<file path="src/design/assert_macros.svh">
// Assertion macros for the checksum RTL, used by fl32_acc.
// Each macro expects clk and arst_n to be visible in the using module.
`ifndef ASSERT_MACROS_SVH
`define ASSERT_MACROS_SVH

// Same-cycle implication, checked outside reset
`define FL32_ASSERT_NOW(label, ante, cons) \
	label: assert property (@(posedge clk) disable iff (!arst_n) (ante) |-> (cons)) \
		else $error("checksum assertion failed");

// Next-cycle implication, checked outside reset
`define FL32_ASSERT_NEXT(label, ante, cons) \
	label: assert property (@(posedge clk) disable iff (!arst_n) (ante) |=> (cons)) \
		else $error("checksum assertion failed");

`endif

</file>
<file path="src/design/fl32_pkg.sv">
// Shared types, constants and the 16-bit fold for the byte checksum.
// No dependencies; used by fl32_acc, fl32_fin and the top level.
package fl32_pkg;

	localparam int          CHUNK_WORDS_DEF = 359;
	localparam logic [31:0] SUM_INIT        = 32'h0000_FFFF;

	// Raw (unfolded) sum pair handed from the accumulator to the finish stages
	typedef struct packed {
		logic [31:0] first;
		logic [31:0] second;
	} sums_t;

	// Low 16 bits plus the bits above them
	function automatic logic [31:0] fold16(input logic [31:0] v);
		return 32'(v[15:0]) + 32'(v[31:16]);
	endfunction

endpackage

</file>
<file path="src/design/fl32_acc.sv">
// Running-sum accumulator: pairs bytes into words and updates both sums.
// Depends on fl32_pkg and assert_macros.svh.
`include "assert_macros.svh"

module fl32_acc #(
	parameter int CHUNK_WORDS = fl32_pkg::CHUNK_WORDS_DEF
) (
	input  logic            clk,
	input  logic            arst_n,
	input  logic            item_valid,
	input  logic [7:0]      item_byte,
	input  logic            item_last,
	input  logic            fin_ready,
	output logic            fire,
	output logic            valid_s2,
	output fl32_pkg::sums_t sums_s2
);

	localparam int CntW = $clog2(CHUNK_WORDS + 1);

	logic [31:0]     first_q, second_q;
	logic [7:0]      held_q;
	logic            odd_q;
	logic            pend_q;   // fold owed at the chunk boundary, applied on next use
	logic [CntW-1:0] cnt_q;

	logic            s2_free;
	logic            use_fold;
	logic [31:0]     first_op, second_op, word, first_add, second_add;
	logic [CntW-1:0] cnt_inc;

	// Handshake toward the finish stages; non-final bytes never wait
	assign s2_free = !valid_s2 || fin_ready;
	assign fire    = item_valid && (!item_last || s2_free);

	// Operand selection with any owed fold, then the word add
	assign use_fold  = pend_q || (!odd_q && (cnt_q != '0));
	assign first_op  = use_fold ? fl32_pkg::fold16(first_q)  : first_q;
	assign second_op = use_fold ? fl32_pkg::fold16(second_q) : second_q;
	assign word      = odd_q ? {16'h0000, held_q, item_byte} : {16'h0000, item_byte, 8'h00};
	assign first_add  = first_op + word;
	assign second_add = second_op + first_op + word;
	assign cnt_inc    = cnt_q + CntW'(1);

	// Sum state
	always_ff @(posedge clk or negedge arst_n) begin
		if (!arst_n) begin
			first_q  <= fl32_pkg::SUM_INIT;
			second_q <= fl32_pkg::SUM_INIT;
			held_q   <= '0;
			odd_q    <= 1'b0;
			pend_q   <= 1'b0;
			cnt_q    <= '0;
		end else if (fire) begin
			if (item_last) begin
				first_q  <= fl32_pkg::SUM_INIT;
				second_q <= fl32_pkg::SUM_INIT;
				held_q   <= '0;
				odd_q    <= 1'b0;
				pend_q   <= 1'b0;
				cnt_q    <= '0;
			end else if (odd_q) begin
				first_q  <= first_add;
				second_q <= second_add;
				odd_q    <= 1'b0;
				if (cnt_inc >= CntW'(CHUNK_WORDS)) begin
					cnt_q  <= '0;
					pend_q <= 1'b1;
				end else begin
					cnt_q  <= cnt_inc;
					pend_q <= 1'b0;
				end
			end else begin
				held_q <= item_byte;
				odd_q  <= 1'b1;
			end
		end
	end

	// Stage 2 valid
	always_ff @(posedge clk or negedge arst_n) begin
		if (!arst_n) begin
			valid_s2 <= 1'b0;
		end else if (fire && item_last) begin
			valid_s2 <= 1'b1;
		end else if (fin_ready) begin
			valid_s2 <= 1'b0;
		end
	end

	// Stage 2 payload: raw sums, still owing two folds
	always_ff @(posedge clk) begin
		if (fire && item_last) begin
			sums_s2.first  <= first_add;
			sums_s2.second <= second_add;
		end
	end

	`FL32_ASSERT_NOW(a_pend_at_boundary, pend_q, cnt_q == '0)
	`FL32_ASSERT_NOW(a_cnt_in_chunk, 1'b1, cnt_q < CntW'(CHUNK_WORDS))
	`FL32_ASSERT_NEXT(a_clear_after_last, fire && item_last,
		!odd_q && !pend_q && (cnt_q == '0) && (first_q == fl32_pkg::SUM_INIT))

endmodule

</file>
<file path="src/design/fl32_fin.sv">
// Finish stages: two folds of the raw sums and the output register.
// Depends on fl32_pkg.
module fl32_fin (
	input  logic            clk,
	input  logic            arst_n,
	input  logic            sums_valid,
	input  fl32_pkg::sums_t sums,
	output logic            ready,
	output logic            out_valid,
	input  logic            out_stall,
	output logic [31:0]     checksum
);

	logic        valid_s3;
	logic [16:0] first_s3, second_s3;
	logic        out_free;
	logic [31:0] first_f1, second_f1, first_f2, second_f2;

	assign out_free = !out_valid || !out_stall;
	assign ready    = !valid_s3 || out_free;

	// First fold fits in 17 bits
	assign first_f1  = fl32_pkg::fold16(sums.first);
	assign second_f1 = fl32_pkg::fold16(sums.second);

	// Second fold
	assign first_f2  = fl32_pkg::fold16({15'h0000, first_s3});
	assign second_f2 = fl32_pkg::fold16({15'h0000, second_s3});

	// Valid bits for stage 3 and the output register
	always_ff @(posedge clk or negedge arst_n) begin
		if (!arst_n) begin
			valid_s3  <= 1'b0;
			out_valid <= 1'b0;
		end else begin
			if (ready) begin
				valid_s3 <= sums_valid;
			end
			if (out_free) begin
				out_valid <= valid_s3;
			end
		end
	end

	// Payload registers
	always_ff @(posedge clk) begin
		if (ready && sums_valid) begin
			first_s3  <= first_f1[16:0];
			second_s3 <= second_f1[16:0];
		end
		if (out_free && valid_s3) begin
			checksum <= {second_f2[15:0], first_f2[15:0]};
		end
	end

endmodule

</file>
<file path="src/design/fletcher32_byte_checksum_top.sv">
// Fletcher-32 style checksum over a byte stream, one byte per transaction.
// Input channel: data_byte/last_byte with in_valid/in_stall. Bytes pair
// big-endian into 16-bit words; last_byte marks the final byte of a message.
// Output channel: checksum with out_valid/out_stall, one transaction per
// message, sum2 in bits 31:16 and sum1 in bits 15:0.
// Throughput: one byte per cycle while a final byte is not held by the finish stages;
// the sum update is a single registered step fed by the input register, so back-to-back messages also run at full rate.
// Path: after the final byte is accepted into the input register, the accumulate step
// loads the raw sums, the first fold loads stage 3 and the second fold loads the output register.
// Stall: a stalled result holds in the output register; two more results can
// queue in stage 2 and stage 3 before in_stall rises, and only a final byte waits
// on them. Non-final bytes keep flowing.
// Reset (arst_n low): sums return to 0xFFFF, pairing and chunk count clear,
// all pipeline stages empty. The state also self-clears after every message.
// Depends on fl32_pkg, fl32_acc, fl32_fin.
module fletcher32_byte_checksum_top #(
	parameter int CHUNK_WORDS = fl32_pkg::CHUNK_WORDS_DEF
) (
	input  logic        clk,
	input  logic        arst_n,
	input  logic        in_valid,
	output logic        in_stall,
	input  logic [7:0]  data_byte,
	input  logic        last_byte,
	output logic        out_valid,
	input  logic        out_stall,
	output logic [31:0] checksum
);

	logic            valid_s1;
	logic [7:0]      byte_s1;
	logic            last_s1;
	logic            fire;
	logic            accept;
	logic            valid_s2;
	logic            fin_ready;
	fl32_pkg::sums_t sums_s2;

	// Input register handshake
	assign in_stall = valid_s1 && !fire;
	assign accept   = in_valid && !in_stall;

	always_ff @(posedge clk or negedge arst_n) begin
		if (!arst_n) begin
			valid_s1 <= 1'b0;
		end else if (accept) begin
			valid_s1 <= 1'b1;
		end else if (fire) begin
			valid_s1 <= 1'b0;
		end
	end

	always_ff @(posedge clk) begin
		if (accept) begin
			byte_s1 <= data_byte;
			last_s1 <= last_byte;
		end
	end

	fl32_acc #(
		.CHUNK_WORDS (CHUNK_WORDS)
	) u_acc (
		.clk        (clk),
		.arst_n     (arst_n),
		.item_valid (valid_s1),
		.item_byte  (byte_s1),
		.item_last  (last_s1),
		.fin_ready  (fin_ready),
		.fire       (fire),
		.valid_s2   (valid_s2),
		.sums_s2    (sums_s2)
	);

	fl32_fin u_fin (
		.clk        (clk),
		.arst_n     (arst_n),
		.sums_valid (valid_s2),
		.sums       (sums_s2),
		.ready      (fin_ready),
		.out_valid  (out_valid),
		.out_stall  (out_stall),
		.checksum   (checksum)
	);

endmodule

</file>
<file path="config.mk">
export PLATFORM = sky130hd
export DESIGN_NAME = fletcher32_byte_checksum_top
export DESIGN_NICKNAME = d
export VERILOG_FILES = /design/src/design/fl32_pkg.sv /design/src/design/fl32_acc.sv /design/src/design/fl32_fin.sv /design/src/design/fletcher32_byte_checksum_top.sv
export VERILOG_INCLUDE_DIRS = /design/src /design/src/design
export SDC_FILE = /design/constraint.sdc
export NUM_CORES = 1
export LEC_CHECK = 0
export ABC_AREA = 1
export BUFFER_PORTS_ARGS = -buffer_cell sky130_fd_sc_hd__buf_2
export CORE_MARGIN = 2
export CORE_UTILIZATION = 55
export CTS_CLUSTER_DIAMETER = 40
export DETAILED_ROUTE_END_ITERATION = 16
export GPL_ROUTABILITY_DRIVEN = 0
export PLACE_DENSITY = 0.77
export REMOVE_ABC_BUFFERS = 1
export SLEW_MARGIN = 5
export SYNTH_ARGS = -nofsm -noshare
export SYNTH_HDL_FRONTEND = slang
export SYNTH_SLANG_ARGS = --single-unit
export TNS_END_PERCENT = 100
</file>
<file path="constraint.sdc">
create_clock -name clk -period 13.4 [get_ports clk]
set_clock_uncertainty 0.05 [all_clocks]
set_input_delay 2.01 -clock clk [delete_from_list [all_inputs] [get_ports clk]]
set_output_delay 2.01 -clock clk [all_outputs]
set_load 0.05 [all_outputs]
</file>
==> qor.yml, run 1 <==
logic_synthesis:
  synthDistinctLibCells: 54
  synthCells: 1790
  synth_compound_area_frac: 0.122
  synth_area_leader_cell: "edfxtp_1"
  synth_flop_cell: "edfxtp_1"
  async_reset_ff_frac: 0.385
  yosys.area_share.simple: 0.178
  synth_top_family_by_area: "simple AND/OR/NAND/NOR gates"
  synth_xor_area_frac: 0.0669
  synth_edf_count: 139
  synth.area.mux_share: 0.00130
  synth-adder-area-share: 0.135
  yosys-top-cells-area: "edfxtp_1 27%, ha_1 11%, dfrtp_1 8.9%"
  yosysWarnings: 0
  avgSynthCellArea_um2: 8.63
  synth_seq_cells: 226
  seq_area_frac_synth: 0.414
  synth_top_area_share: 0.270
  synth_area_mm2: 0.0154
power_and_ir_drop:
  power_density_mw_per_mm2: 280
  p_leak_nw: 8.25
  power_mw: 4.81
  peakVddDrop_uv: 208
global_route:
  antenna_found_initial: 1
  grt_pass1_vias: 11900
  overflow: 0
  grt_start_max_net_pins: 78
  grt_pass1_wl_mm: 60.0
  track_usage: 0.263
critical_path:
  crit_required_ps: 13640
  cp-start-kind: "flop"
  cp-end-kind: "flop"
  cpMostUsedCell: "inv_1"
  cpPeakStageDelay_ps: 780
  arrival_ps: 5600
  critPathTopFamily: "compound AO/OA/AOI/OAI gates"
  critPathKind: "flop to flop"
  critPathBufInv: 3
  cp_max_fo: 77
  cpMaxStageDelayCell: "dfrtp_1"
  worstPathCellList: "inv_1, nand2_4, nand2_4, o21ai_0, fa_1, inv_1, ha_1, fa_1, nand3_1, nand3_1, a21oi_1, o21ai_1, inv_1, o21ai_0, nand2_1, and2_1"
timing:
  setup_ws_ps: 8040
  slew_viol_final: 0
  setup_viol_count_final: 0
  fin_crit_ps: 5360
  setup_tns_ps: 0
  period_share: 0.400
  rsz0062_at_grt: "false"
  hold_viol: 0
  max_freq_mhz: 186
  max_slew_margin: 0.209
  whs_ps: 442
  worstMarginPinSlew_ps: 1180
placed_design:
  dpl.cell_count: 2190
  place_ws_ps: 7750
  place.port_buffers: 46
  dp_hpwl_mm: 28.9
die:
  die_height_um: 172
  die_w_um: 172
  pin_count: 47
  rows: 61
  coreArea_mm2: 0.0277
  die-area_mm2: 0.0294
  initial_core_util: 0.557
clock_network:
  clockBufferDepth: 3
  clk_pin_slew_ps: 60
  cts_setup_buffers: 0
  worstSkewPairLatency_ps: 530
  cts-resized-gates: 0
  cts-root-buf: "clkbuf_16"
  hold_buffers: 0
  clock_sinks: 226
  htreeDepth: 2
  cts_buffers: 35
  tritoncts: "done"
routing:
  drtIter0Drc: 1227
  wl_per_cell_um: 16.8
  drtPass1Iterations: 5
  vias_per_cell: 5.60
  ant_nets: 0
  vias: 12600
  wl_mm: 37.8
  drcViolationCount: 0
run_status:
  status: "complete, no violations"
worst_hold_path:
  min_path_type: "flop to flop"
final_layout:
  drive_gt1_frac: 0.101
  multiInputGateArea_mm2: 0.00779
  area_growth_pct: 11.5
  seq_area_mm2: 0.00639
  fin_nets: 2016
  diodes: 0
  final_cell_mix: "340 x nand2_1, 295 x inv_1, 139 x edfxtp_1"
  mostFrequentLayoutCell: "nand2_1"
  nFillCells: 2253
  stdcell_count: 2253
run:
  maxCapViolCount: 0
-- cells by family after synthesis --
logic type | count (synthesis)
flops | 226
mux | 2
simple gates | 625
buf+inv | 333
xor+xnor | 117
compound gates | 333
fa+ha+maj | 154
-- flip-flops by register name, summed over array words and instances, names as in the netlist, 8 cells and up --
register	cells
u_acc.sums_s2	64
u_acc.first_q	32
u_fin.first_s3	17
u_acc.second_q	32
u_fin.checksum	32
byte_s1	8
u_acc.held_q	8
u_acc.cnt_q	9
u_fin.second_s3	17
-- Yosys cell counts, drive strengths merged, types with 3 or more instances --
cell and instances:
a21boi 10, a21o 6, a21oi 114, a31oi 8, and2 11, buf 18, clkbuf 9, dfrtp 55
dfstp 32, edfxtp 139, fa 22, ha 132, inv 306, nand2 351, nand3 99, nand3b 3
nand4 19, nor2 113, nor3 15, nor4 3, o21ai 123, o21bai 19, o22a 3, o22ai 37
or2 7, xnor2 32, xor2 85
-- path summary, 6_finish.rpt --
kind / startpoint / cells after the start / endpoint / slack [ps]
min reg2reg: u_acc.first_q[0]$_DFFE_PN1P_ / 2 / u_acc.first_q[0]$_DFFE_PN1P_ / 440
max: u_acc.odd_q$_DFFE_PN0P_ / 16 / u_acc.sums_s2[19]$_DFFE_PP_ / 8040
max in group asynchronous: arst_n / 2 / u_acc.cnt_q[3]$_DFFE_PN0P_ / 10740
min in group asynchronous: arst_n / 1 / u_acc.second_q[28]$_DFFE_PN0P_ / 1350
min: u_acc.first_q[0]$_DFFE_PN1P_ / 2 / u_acc.first_q[0]$_DFFE_PN1P_ / 440
max reg2reg: u_acc.odd_q$_DFFE_PN0P_ / 16 / u_acc.sums_s2[19]$_DFFE_PP_ / 8040
-- routing by layer --
layer  vias up  GRT usage  part of all wire
met4         2      0.113             0.042
met1      5851      0.348              0.41
met3       115     0.0513             0.097
met5         -          0            0.0010
li1       6084          -                 -
met2       561      0.422              0.45
-- report_power, final --
group	switching (mW)	leakage [nW]	internal [mW]	total, mW
logic	1.87	5.31	0.861	2.73
registers	0.0987	2.39	1.09	1.18
clock network	0.352	0.555	0.545	0.897
-- tightest hold or removal path, cell delays in order (launching register included) --
cell and delay [ps]:
dfstp_2 370, inv_1 60, a21oi_1 60
-- per-stage QoR --
stage / instance area (µm²) / utilization
2_1_floorplan: 15300 / -
3_3_place_gp: 16100 / 0.580
3_5_place_dp: 16100 / 0.580
4_1_cts: 17200 / 0.622
5_1_grt: 17200 / 0.622
6_report: 17200 / 0.622
-- area by class of cell --
class | count | share of cell area
Multi-Input combinational cell | 1231 | 0.452
Sequential cell | 226 | 0.371
Inverter | 306 | 0.0667
Clock buffer | 42 | 0.0535
Tap cell | 378 | 0.0275
Timing Repair Buffer | 49 | 0.0148
Clock inverter | 21 | 0.0141
No activity file was read; power rests on OpenSTA's default activity.
==> inputs of run 2 (changes only) <==
clock period = 5.2 ns   (was 13.4 ns; I/O delays follow)
==> run 2 against run 1 <==
Compared with the run above: worst hold slack lost 130 ps; count of clock-buffer cells in the layout rose by 3; worst setup slack lost 7800 ps; first-iteration DRC count rose by 17%; fmax increased by 8.7%; non-clock buffer count grew 9; sequential share of layout area fell by 0.59 points; cell area grew 1.6%; critical path depth increased by 9; core utilization rose by 1.0 points; critical path type unchanged; critical endpoint unchanged; largest cell class unchanged; largest power group unchanged; highest routed layer is now met4.
==> qor.yml, run 2 (synthesis gave the netlist of run 1 again) <==
clock_network:
  clock_sinks: 226
  tritoncts: "done"
  cts-root-buf: "clkbuf_16"
  cts-resized-gates: 0
  worstSkewPairLatency_ps: 530
  cts_buffers: 38
  cts_setup_buffers: 0
  clk_pin_slew_ps: 60
  htreeDepth: 2
  hold_buffers: 0
  clockBufferDepth: 3
routing:
  vias_per_cell: 5.64
  wl_per_cell_um: 17.1
  wl_mm: 38.8
  drcViolationCount: 0
  drtPass1Iterations: 6
  drtIter0Drc: 1435
  vias: 12800
  ant_nets: 0
global_route:
  antenna_found_initial: 0
  track_usage: 0.270
  grt_pass1_wl_mm: 61.7
  grt_start_max_net_pins: 61
  grt_pass1_vias: 12300
  overflow: 0
critical_path:
  cp_max_fo: 4
  critPathBufInv: 5
  arrival_ps: 5170
  cp-end-kind: "flop"
  critPathKind: "flop to flop"
  crit_required_ps: 5440
  r2r_start: "u_acc.second_q[0]$_DFFE_PN1P_"
  cpMostUsedCell: "nand2_1"
  r2r_cells: 25
  cp-startpoint: "u_acc.second_q[0]$_DFFE_PN1P_"
  regToRegSetupSlack_ps: 270
  cpPeakStageDelay_ps: 530
  critPathTopFamily: "adder cells"
  rr_endpoint: "u_acc.sums_s2[19]$_DFFE_PP_"
  cpMaxStageDelayCell: "dfstp_2"
  cp-start-kind: "flop"
final_layout:
  stdcell_count: 2269
  final_cell_mix: "340 x nand2_1, 295 x inv_1, 139 x edfxtp_1"
  diodes: 0
  largest_register: "u_acc.sums_s2"
  largest_reg_flops: 64
  fin_nets: 2028
  drive_gt1_frac: 0.110
  area_growth_pct: 13.3
  mostFrequentLayoutCell: "nand2_1"
timing:
  hold_viol: 0
  rsz0062_at_grt: "false"
  slew_viol_final: 0
  max_freq_mhz: 203
  period_share: 0.949
  setup_viol_count_final: 0
  fin_crit_ps: 4930
  setup_tns_ps: 0
  max_slew_margin: 0.188
  worstMarginPinSlew_ps: 1220
run:
  maxCapViolCount: 0
run_status:
  status: "complete, no violations"
power_and_ir_drop:
  power_density_mw_per_mm2: 733
  p_leak_nw: 8.39
  power_mw: 12.8
  peakVddDrop_uv: 515
die:
  die-area_mm2: 0.0294
  die_w_um: 172
  pin_count: 47
  coreArea_mm2: 0.0277
  rows: 61
  die_height_um: 172
  initial_core_util: 0.557
worst_hold_path:
  min_path_type: "input pin to async pin"
placed_design:
  dp_hpwl_mm: 29.6
  dpl.cell_count: 2199
  place.port_buffers: 46
[run 2: cell count changes in the layout (fill, tap and decap cells not counted)]
cell,before,now
buf_4,4,13
bufinv_16,2,6
clkbuf_1,5,1
clkbuf_8,2,6
clkinv_2,0,4
clkinv_4,6,2
clkbuf_16,35,38
inv_6,6,3
clkinvlp_4,4,6
clkinv_1,0,1
clkinv_8,1,2
inv_16,1,0
[run 2: through the flow]
step | area [µm²] | hold WS (ps) | utilization | setup slack [ps]
finish | 17500 | 309 | 0.632 | 268
global route | 17500 | 367 | 0.632 | 57.6
CTS | 17500 | 334 | 0.632 | 436
detailed placement | 16100 | 424 | 0.582 | 475
global placement | 16100 | 421 | 0.582 | 583
floorplan | 15300 | 383 | - | 925
[run 2: where the power goes]
part | internal, mW | leakage [nW] | switching (mW)
logic | 2.28 | 5.35 | 4.85
clock network | 1.74 | 0.657 | 0.907
registers | 2.80 | 2.39 | 0.248
total | 6.82 | 8.39 | 6.01
[run 2: layout make-up]
cell class | count | area [µm²]
Clock inverter | 25 | 337
Clock buffer | 45 | 1040
Sequential cell | 226 | 6390
Inverter | 306 | 1150
Tap cell | 378 | 473
Timing Repair Buffer | 58 | 323
Fill cell | 2246 | 10200
Multi-Input combinational cell | 1231 | 7790
[run 2: per-layer routing]
| layer | vias to the layer above | track usage | wire, µm |
|---|---|---|---|
| met5 | - | 0 | 0 |
| met4 | 0 | 0.123 | 1800 |
| met3 | 119 | 0.0430 | 3360 |
| met2 | 601 | 0.435 | 17400 |
| met1 | 5965 | 0.359 | 16200 |
| li1 | 6113 | - | - |
[run 2: worst max-delay path by stage]
stage	end	slack, ps	depth (start not counted)
floorplan	u_acc.sums_s2[19]$_DFFE_PP_	930	24
global placement	u_acc.sums_s2[19]$_DFFE_PP_	580	25
detailed placement	u_acc.sums_s2[19]$_DFFE_PP_	470	25
CTS	u_acc.sums_s2[19]$_DFFE_PP_	440	25
global route	u_acc.sums_s2[19]$_DFFE_PP_	60	25
finish	u_acc.sums_s2[19]$_DFFE_PP_	270	25
